[src/design/i2crf_pkg.sv]
// Shared types and constants for the I2C register file slave core.
// Used by the controller, the datapath and the top level; no dependencies.
package i2crf_pkg;

  // Register file geometry
  localparam int unsigned RegDepth = 256;
  localparam int unsigned AddrW    = $clog2(RegDepth);
  localparam int unsigned DataW    = 8;

  // Special register addresses
  localparam logic [AddrW-1:0] RegRevision = 8'h00;
  localparam logic [AddrW-1:0] RegIrqA     = 8'h96;
  localparam logic [AddrW-1:0] RegIrqB     = 8'h97;
  localparam logic [AddrW-1:0] RegSigA     = 8'hC5;
  localparam logic [AddrW-1:0] RegSigB     = 8'hC6;

  // Signal state bits
  localparam logic [DataW-1:0] SigHotplug = 8'h40;
  localparam logic [DataW-1:0] SigSense   = 8'h20;

  // Bus event kinds
  typedef enum logic [1:0] {
    ACT_START = 2'd0,
    ACT_OTHER = 2'd1,
    ACT_WRITE = 2'd2,
    ACT_READ  = 2'd3
  } action_e;

  // Controller states
  typedef enum logic {
    ST_IDLE = 1'b0,
    ST_EXEC = 1'b1
  } state_e;

  // Controller to datapath commands
  typedef struct packed {
    logic accept;  // take the input transaction, issue the RAM read
    logic finish;  // commit state updates and load the result
  } ctrl_cmd_t;

  // Datapath to controller status
  typedef struct packed {
    logic slot_free;  // output register can take a result this cycle
  } ctrl_sts_t;

endpackage

[src/design/i2crf_ram.sv]
// Generic single-write, single-read RAM with registered read data.
// No dependencies.
module i2crf_ram #(
  parameter int unsigned Width = 8,
  parameter int unsigned Depth = 256
) (
  input  logic                     clk_i,
  input  logic                     we_i,
  input  logic [$clog2(Depth)-1:0] waddr_i,
  input  logic [Width-1:0]         wdata_i,
  input  logic                     re_i,
  input  logic [$clog2(Depth)-1:0] raddr_i,
  output logic [Width-1:0]         rdata_o
);

  logic [Width-1:0] mem_q [Depth];
  logic [Width-1:0] rdata_q;

  // Write port and registered read port
  always_ff @(posedge clk_i) begin
    if (we_i) begin
      mem_q[waddr_i] <= wdata_i;
    end
    if (re_i) begin
      rdata_q <= mem_q[raddr_i];
    end
  end

  assign rdata_o = rdata_q;

endmodule

[src/design/i2crf_ctrl.sv]
// Controller state machine for the I2C register file slave core.
// Depends on i2crf_pkg for the state enum and command/status structs.
module i2crf_ctrl (
  input  logic                 clk_i,
  input  logic                 rst_ni,
  input  logic                 in_valid_i,
  output logic                 in_ready_o,
  input  i2crf_pkg::ctrl_sts_t sts_i,
  output i2crf_pkg::ctrl_cmd_t cmd_o
);
  import i2crf_pkg::*;

  state_e state_q, state_d;

  // Next state
  always_comb begin
    state_d = state_q;
    unique case (state_q)
      ST_IDLE: begin
        if (in_valid_i) begin
          state_d = ST_EXEC;
        end
      end
      ST_EXEC: begin
        if (sts_i.slot_free) begin
          state_d = ST_IDLE;
        end
      end
      default: state_d = ST_IDLE;
    endcase
  end

  // Outputs
  always_comb begin
    in_ready_o    = 1'b0;
    cmd_o         = '0;
    unique case (state_q)
      ST_IDLE: begin
        in_ready_o   = 1'b1;
        cmd_o.accept = in_valid_i;
      end
      ST_EXEC: begin
        cmd_o.finish = sts_i.slot_free;
      end
      default: ;
    endcase
  end

  // State register
  always_ff @(posedge clk_i or negedge rst_ni) begin
    if (!rst_ni) begin
      state_q <= ST_IDLE;
    end else begin
      state_q <= state_d;
    end
  end

endmodule

[src/design/i2crf_dpath.sv]
// Datapath for the I2C register file slave core: item latch, pointer,
// valid bits, register file RAM and output register. Depends on i2crf_pkg
// and i2crf_ram.
module i2crf_dpath (
  input  logic                          clk_i,
  input  logic                          rst_ni,
  input  i2crf_pkg::ctrl_cmd_t          cmd_i,
  output i2crf_pkg::ctrl_sts_t          sts_o,
  input  logic [1:0]                    action_i,
  input  logic [i2crf_pkg::DataW-1:0]   data_i,
  input  logic                          cfg_we_i,
  input  logic                          cfg_wdata_i,
  output logic                          out_valid_o,
  input  logic                          out_ready_i,
  output logic [i2crf_pkg::DataW-1:0]   read_data_o
);
  import i2crf_pkg::*;

  action_e              act_q;
  logic [DataW-1:0]     data_q;
  logic [AddrW-1:0]     ptr_q, ptr_d;
  logic                 loaded_q, loaded_d;
  logic                 sink_q;
  logic [RegDepth-1:0]  valid_q, valid_d;
  logic                 out_valid_q, out_valid_d;
  logic [DataW-1:0]     out_data_q, out_data_d;

  logic                 ram_we;
  logic [DataW-1:0]     ram_wdata;
  logic [DataW-1:0]     ram_rdata;
  logic [DataW-1:0]     stored;
  logic [DataW-1:0]     result;
  logic [AddrW-1:0]     ptr_inc;

  // Register file storage; read at the pointer when a transaction is taken
  i2crf_ram #(
    .Width (DataW),
    .Depth (RegDepth)
  ) u_ram (
    .clk_i   (clk_i),
    .we_i    (ram_we),
    .waddr_i (ptr_q),
    .wdata_i (ram_wdata),
    .re_i    (cmd_i.accept),
    .raddr_i (ptr_q),
    .rdata_o (ram_rdata)
  );

  // Never-written entries read as their reset value of zero
  assign stored  = valid_q[ptr_q] ? ram_rdata : '0;
  assign ptr_inc = AddrW'(ptr_q + 1'b1);

  // Execute the latched transaction
  always_comb begin
    ptr_d     = ptr_q;
    loaded_d  = loaded_q;
    ram_we    = 1'b0;
    ram_wdata = data_q;
    result    = '0;
    if (cmd_i.finish) begin
      unique case (act_q)
        ACT_START: loaded_d = 1'b0;
        ACT_OTHER: ;
        ACT_WRITE: begin
          if (!loaded_q) begin
            ptr_d    = data_q;
            loaded_d = 1'b1;
          end else begin
            ptr_d = ptr_inc;
            priority if (ptr_q == RegRevision || ptr_q == RegSigA || ptr_q == RegSigB) begin
              ram_we = 1'b0;
            end else if (ptr_q == RegIrqA || ptr_q == RegIrqB) begin
              // Write-1-to-clear
              ram_we    = 1'b1;
              ram_wdata = stored & ~data_q;
            end else begin
              ram_we = 1'b1;
            end
          end
        end
        ACT_READ: begin
          ptr_d = ptr_inc;
          if (ptr_q == RegSigA) begin
            result = sink_q ? (SigHotplug | SigSense) : '0;
          end else begin
            result = stored;
          end
        end
        default: ;
      endcase
    end
  end

  // Mark written entries
  always_comb begin
    valid_d = valid_q;
    if (ram_we) begin
      valid_d[ptr_q] = 1'b1;
    end
  end

  // Output register: load on finish, drop when taken
  always_comb begin
    out_valid_d = out_valid_q;
    out_data_d  = out_data_q;
    if (out_valid_q && out_ready_i) begin
      out_valid_d = 1'b0;
    end
    if (cmd_i.finish) begin
      out_valid_d = 1'b1;
      out_data_d  = result;
    end
  end

  assign sts_o.slot_free = !out_valid_q || out_ready_i;
  assign out_valid_o     = out_valid_q;
  assign read_data_o     = out_data_q;

  // Control state
  always_ff @(posedge clk_i or negedge rst_ni) begin
    if (!rst_ni) begin
      ptr_q       <= '0;
      loaded_q    <= 1'b0;
      sink_q      <= 1'b0;
      valid_q     <= '0;
      out_valid_q <= 1'b0;
    end else begin
      ptr_q       <= ptr_d;
      loaded_q    <= loaded_d;
      valid_q     <= valid_d;
      out_valid_q <= out_valid_d;
      if (cfg_we_i) begin
        sink_q <= cfg_wdata_i;
      end
    end
  end

  // Payload registers
  always_ff @(posedge clk_i) begin
    out_data_q <= out_data_d;
    if (cmd_i.accept) begin
      act_q  <= action_e'(action_i);
      data_q <= data_i;
    end
  end

endmodule

[src/design/i2c_register_file_slave_core.sv]
// Top level of the I2C register file slave core.
// Depends on i2crf_pkg, i2crf_ctrl, i2crf_dpath and i2crf_ram.
//
// Byte-level programming port of an I2C slave: a 256-byte register file
// with an auto-incrementing pointer. tuser carries the bus event kind
// (start of write, other event, write byte, read byte) and tdata the written
// byte; every input transaction yields one output transaction whose tdata is
// the byte read, or zero for non-read events. Each transaction is first
// accepted, with the register file RAM read at the pointer, and then
// executed: the write (including write-1-to-clear) is applied and the result
// loaded, since the RAM read data is registered. A result that is not taken
// holds the block in its execute state until the output register frees up. The
// register file needs no clearing pass after reset: per-entry valid bits,
// cleared by reset, make never-written entries read as zero.
module i2c_register_file_slave_core (
  input  logic       clk_i,
  input  logic       rst_ni,
  // Configuration: bit 0 = sink_connected
  input  logic       cfg_we_i,
  input  logic       cfg_wdata_i,
  // Input stream
  input  logic       s_axis_tvalid_i,
  output logic       s_axis_tready_o,
  input  logic [7:0] s_axis_tdata_i,   // [7:0] data
  input  logic [1:0] s_axis_tuser_i,   // [1:0] action
  // Output stream
  output logic       m_axis_tvalid_o,
  input  logic       m_axis_tready_i,
  output logic [7:0] m_axis_tdata_o    // [7:0] read_data
);
  import i2crf_pkg::*;

  ctrl_cmd_t cmd;
  ctrl_sts_t sts;

  // Sequencer
  i2crf_ctrl u_ctrl (
    .clk_i      (clk_i),
    .rst_ni     (rst_ni),
    .in_valid_i (s_axis_tvalid_i),
    .in_ready_o (s_axis_tready_o),
    .sts_i      (sts),
    .cmd_o      (cmd)
  );

  // Pointer, register file and output register
  i2crf_dpath u_dpath (
    .clk_i       (clk_i),
    .rst_ni      (rst_ni),
    .cmd_i       (cmd),
    .sts_o       (sts),
    .action_i    (s_axis_tuser_i),
    .data_i      (s_axis_tdata_i),
    .cfg_we_i    (cfg_we_i),
    .cfg_wdata_i (cfg_wdata_i),
    .out_valid_o (m_axis_tvalid_o),
    .out_ready_i (m_axis_tready_i),
    .read_data_o (m_axis_tdata_o)
  );

`ifndef NO_ASSERTIONS
  // A taken transaction keeps the input closed for its execute cycle
  a_busy_after_accept: assert property (@(posedge clk_i) disable iff (!rst_ni)
    cmd.accept |=> !s_axis_tready_o)
    else $error("input ready right after accepting a transaction");

  // Finishing a transaction presents a result next cycle
  a_result_after_finish: assert property (@(posedge clk_i) disable iff (!rst_ni)
    cmd.finish |=> m_axis_tvalid_o)
    else $error("no result after finishing a transaction");

  // Accept and finish never coincide
  a_accept_finish_excl: assert property (@(posedge clk_i) disable iff (!rst_ni)
    !(cmd.accept && cmd.finish))
    else $error("accept and finish in the same cycle");

  // Finish only when the output register can take the result
  a_finish_slot: assert property (@(posedge clk_i) disable iff (!rst_ni)
    cmd.finish |-> (!m_axis_tvalid_o || m_axis_tready_i))
    else $error("result would overwrite an untaken result");
`endif

endmodule
[config.mk]
export PLATFORM = sky130hd
export DESIGN_NAME = i2c_register_file_slave_core
export DESIGN_NICKNAME = d
export VERILOG_FILES = /design/src/design/i2crf_pkg.sv /design/src/design/i2crf_ram.sv /design/src/design/i2crf_ctrl.sv /design/src/design/i2crf_dpath.sv /design/src/design/i2c_register_file_slave_core.sv
export SDC_FILE = /design/constraint.sdc
export NUM_CORES = 2
export LEC_CHECK = 0
export CAP_MARGIN = 10
export CORE_MARGIN = 1.5
export CORE_UTILIZATION = 42
export DETAILED_ROUTE_END_ITERATION = 10
export DONT_BUFFER_PORTS = 1
export GPL_ROUTABILITY_DRIVEN = 0
export SETUP_SLACK_MARGIN = 0.2
export SLEW_MARGIN = 20
export SYNTH_ARGS = -nofsm -noshare
export SYNTH_HDL_FRONTEND = slang
export SYNTH_HIERARCHICAL = 1
export SYNTH_SLANG_ARGS = --single-unit
[constraint.sdc]
create_clock -name clk_i -period 7.7 [get_ports clk_i]
set_input_delay 1.54 -clock clk_i [delete_from_list [all_inputs] [get_ports clk_i]]
set_output_delay 1.54 -clock clk_i [all_outputs]
set_load 0.02 [all_outputs]
# After elaboration in Yosys (flattened, before gate mapping)
# Memories as Yosys holds them, arrays and structs flattened. A register that Yosys moved wholly into a read port is not among the register bits.
# Index checks and enable logic that the tools add are counted.
[totals]
register_bits = 286
ramBits = 2048
n_memories = 1
[op_classes]
addsub = 1
n_lt_le_gt_ge = 2
n_eq_ne = 6
n_mux = 29
n_bitwise = 4
reduce_logical = 14
[mem_list]
columns = ["name", "words", "word_bits", "read_ports", "rd_clocked_by_memory_dff", "wr", "line", "source"]
rows = [
  ["u_dpath.u_ram.mem_q", 256, 8, 1, 1, 1, "i2crf_ram.sv:16", "logic [Width-1:0] mem_q [Depth];"],
]
[ops]
columns = ["op", "n"]
rows = [
  ["OR 256 bit", 1],
  ["two-way mux 8 bit", 8],
  ["equality test 8 bit, second input constant", 4],
  ["case mux 8 bit (2 select lines)", 1],
  ["two-way mux 1 bit", 15],
  ["< comparator 8 x 9 -> 1 bit, second input constant", 1],
  ["adder 8 x 1 -> 8 bit, second input constant", 1],
  ["AND 8 bit", 1],
  ["binary-select mux 1 bit (select 8 bit)", 1],
  ["demux 1 bit (select 8 bit)", 1],
  ["greater-or-equal comparator 8 x 1 -> 1 bit, second input constant", 1],
  ["logical NOT 8 bit", 1],
  ["inverter 8 bit", 1],
  ["two-way mux 7 bit", 1],
  ["nonzero test 2 bit", 3],
  ["equality test 2 bit, second input constant", 2],
  ["logical OR 1 bit", 4],
  ["case mux 1 bit (2 select lines)", 2],
  ["AND reduction 2 bit", 2],
  ["logical AND 1 bit", 2],
  ["logical NOT 2 bit", 1],
  ["logical NOT 1 bit", 1],
  ["inverter 1 bit", 1],
]

# Depth between registers and ports, before layout
[depth]
word_depth = 9
mapped_depth = 14
depth_no_buf = 9

# Cells and area by module
# The synthesis kept the hierarchy.
[modules_own_cells]
columns = ["module", "n_inst", "cells_per_inst", "area_each_um2", "seq_area_each_um2"]
rows = [
  ["i2crf_ram", 1, 3733, 79636.4, 61739.2],
  ["i2crf_dpath", 1, 914, 12453.2, 7221.9],
  ["i2crf_ctrl", 1, 5, 51.3, 25.0],
]

# Least setup slack after synthesis
# Ideal clock, no wire load.
[synth_path]
kind = "input -> register"
startpoint = "input m_axis_tready_i"
endpoint = "memory u_dpath.u_ram.mem_q[0][0], data pin"
setup_time_ps = 935
arrival_time_ps = 7320
t_required_ps = 6765
setup_slack_ps = -555
stages = 11
path_cell_list = "nand2b_1 and2_1 nand2_1 a311o_1 nor3_2 nand2_1 a21o_1 clkbuf_1 or2_1 buf_6 o21ai_2"
[synth_rtl]
columns = ["item", "line", "source"]
rows = [
  ["from (decl)", "i2c_register_file_slave_core.sv:28", "input logic m_axis_tready_i,"],
  ["to (decl)", "i2crf_ram.sv:16", ""],
]

==> qor.txt <==
First-pass GRT wire length: 337000 um
Fin nets: 4698
Resized cells post-CTS: 0
R2R Path Start: u_dpath/ptr_q[0]
Clock Tree Root: clkbuf_16
Post-Synth Simple-Gate Area: 3.03%
Number of CTS-inserted buffers: 228
# fillers: 17800
ANT nets after route: 0
Crit path capture: u_dpath/u_ram/mem_q[44][7]
Hold Fails Final Rpt: 0
Status: finished clean
Pre-CTS WS: 1070 ps
Yosys reg bits: 2342
Pwr dens: 339 nW/um^2
Finished layout cell area: 102000 um^2
Post-synthesis cell type count: 75
Worst-skew pair later-pin latency: 870 ps
Cell area after synthesis: 92100 um^2
Chip width: 471 um
Final core occ: 47.0%
Avg Cell Area, Syn: 19.8 um^2
Reg2Reg Setup Slack: 1930 ps
Synth Area in Adders: 0.0543%
RSZ-0062 raised after global routing: false
Most frequent cells in the layout: 2074 x edfxtp_1, 498 x mux4_2, 300 x nor2_1
Reported max-cap violation count: 0
Crit. End Element: flop
DRC violation count after routing: 0
Layout cells sized above 1: 20.3%
WL/cell: 29.9 um
H-tree lvl count: 4
Fmax: 0.170 GHz
Share of total power in combinational logic: 27.3%
TritonCTS clock tree: yes
Clk sinks: 2342
Fin Clk Skew: 37.7 ps
Syn Inst Count: 4652
Hold Buf Count CTS: 0
Tightest Pin Transition: 1150 ps
Mux share of post-synthesis cell area: 14.5%
GRT Resource Usage Total: 20.7%
Arrival @ worst endpoint: 6380 ps
Post-synth top flop: edfxtp_1
Via Count: 46400
Dpl cell area: 95000 um^2
Switching power: 11.0 mW
PnR worst setup slack: 1820 ps
TritonRoute pass-1 iters: 6
Sequential share of power: 41.5%
Tot Pwr: 34.7 mW
Core footprint: 218000 um^2
Post-synth EDFFs: 2074
Antenna violations before repair: 4
Worst IR Drop VDD: 262 uV
I/O Pins: 26
Layout area overhead: 11.0%
Ys Warns: 6
Initial drt markers: 5720
Crit Path Max Fanout: 159
Vias per inst: 6.00
Pint: 23.7 mW
Vias in the first global route: 46600
Postcts setup bufs: 0
Crit Reg-Reg Endpoint: u_dpath/u_ram/mem_q[44][7]
Leak pwr: 32.8 nW
Setup crit start kind: input pin
Post-synthesis sequential area ratio: 74.9%
Die Y: 471 um
TNS Setup: 0 ps
# rows: 171
Fin crit share: 76.3%
Commonest non-fill, non-tap cell in the layout: edfxtp_1
CTS clk-pin slew, worst paths: 60 ps
Fin crit period: 5880 ps
Asr flop ratio synth: 11.4%
GRT Residual Overflow: 0
Post-Synth XOR/XNOR Area: 0%
Worst Hold Class: input pin to asynchronous set/reset pin
Clock power frac: 31.2%
Final slew viol count: 0
Largest net degree at the start of global routing: 269
Worst Setup SP: m_axis_tready_i
FF-to-FF path depth: 9
Worst Path Required: 8200 ps
Clock Tree Buf Depth: 3
Kind of critical path: input pin to flop
Number of I/O port buffers: 0
Starting density of the core: 42.3%
Final setup fails: 0
Post-synthesis compound-gate area fraction: 5.54%
Syn Nets: 4672
Switch share: 31.6%
Full die area: 222000 um^2
Relative slew slack: 22.4%
Dpl hpwl: 138000 um
Largest family of logic cells by synthesized area: multiplexers
Routed WL: 231000 um
## layer usage
layer | vias to the layer above | track usage, % | part of all wire (%)
met1 | 24900 | 30.1 | 43
met2 | 1963 | 32.1 | 47
met4 | 2 | 5.49 | 2.4
li1 | 19200 | - | -
met5 | - | 0 | 0.0056
met3 | 327 | 4.01 | 8.1
## power groups by stage
stage	combinational, mW	sequential [mW]	clock [mW]
final	9.45	14.4	10.8
after floorplan	6.50	14.5	0
after global placement	9.39	14.6	0
after detailed placement	9.42	14.7	0
after CTS	9.45	14.4	11.0
after global routing	9.86	14.4	11.5
## worst min path at each step
stage	slack, ps	depth (start not counted)	startpoint	endpoint
after floorplan	420	1	u_dpath/valid_q[207]	u_dpath/valid_q[207]
after global placement	360	0	u_dpath/valid_q[198]	u_dpath/valid_q[198]
after detailed placement	360	0	u_dpath/valid_q[197]	u_dpath/valid_q[197]
after CTS	290	0	rst_ni	u_dpath/valid_q[133]
after global routing	310	0	rst_ni	u_dpath/valid_q[161]
final	370	0	rst_ni	u_dpath/valid_q[219]
## sequential cells by signal, summed over array words and instances, names as in the netlist
name	cells
u_ctrl/state_q	1
u_dpath/act_q	2
u_dpath/sink_q	1
u_dpath/u_ram/rdata_o	8
u_dpath/ptr_q	8
u_dpath/loaded_q	1
u_dpath/out_valid_o	1
u_dpath/u_ram/mem_q	2048
u_dpath/read_data_o	8
u_dpath/data_q	8
u_dpath/valid_q	256
## final cells by class
type	count	area (um^2)	area share [%]
well taps	2854	3570	3.49
multi-input cells	1999	21400	21.0
clock inverters	127	1130	1.11
repair buffers	100	962	0.941
diodes	4	10.0	0.00979
flip-flops and latches	2342	69000	67.5
inverters	7	26.3	0.0257
clock buffers	298	6130	5.99
## through the flow
stage / std cells / hold WS (ps)
2_1_floorplan: 4652 / 420
3_3_place_gp: 7301 / 358
3_5_place_dp: 7302 / 359
4_1_cts: 7727 / 293
5_1_grt: 7728 / 314
6_report: 7731 / 372
## kinds of logic after synthesis
group | count (synthesis)
flip-flops | 2342
AO/OA/AOI/OAI | 702
multiplexers | 685
AND/OR/NAND/NOR | 608
buffers and inverters | 311
adder cells (fa/ha/maj) | 4
## Yosys cell counts (all sizes together) (54+ instances only)
cell	number	area share (%)
a22oi	140	1.1
a21oi	110	0.60
nand2	80	0.33
nor2	303	1.2
mux4	514	13
edfxtp	2074	68
buf	147	1.3
dfrtp	268	7.3
nand3	54	0.29
clkbuf	157	0.64
o21bai	238	1.9
mux2i	161	1.7
## worst max-delay path, stage by stage
cell	delay, ps
nand2b_1	120
and2_1	430
nand2_1	310
a311o_1	480
nor3_2	260
nand2_1	400
a21o_1	420
or2_1	580
o21ai_4	940
buf_12	410
Note: power is estimated with default switching activity, not from simulation.
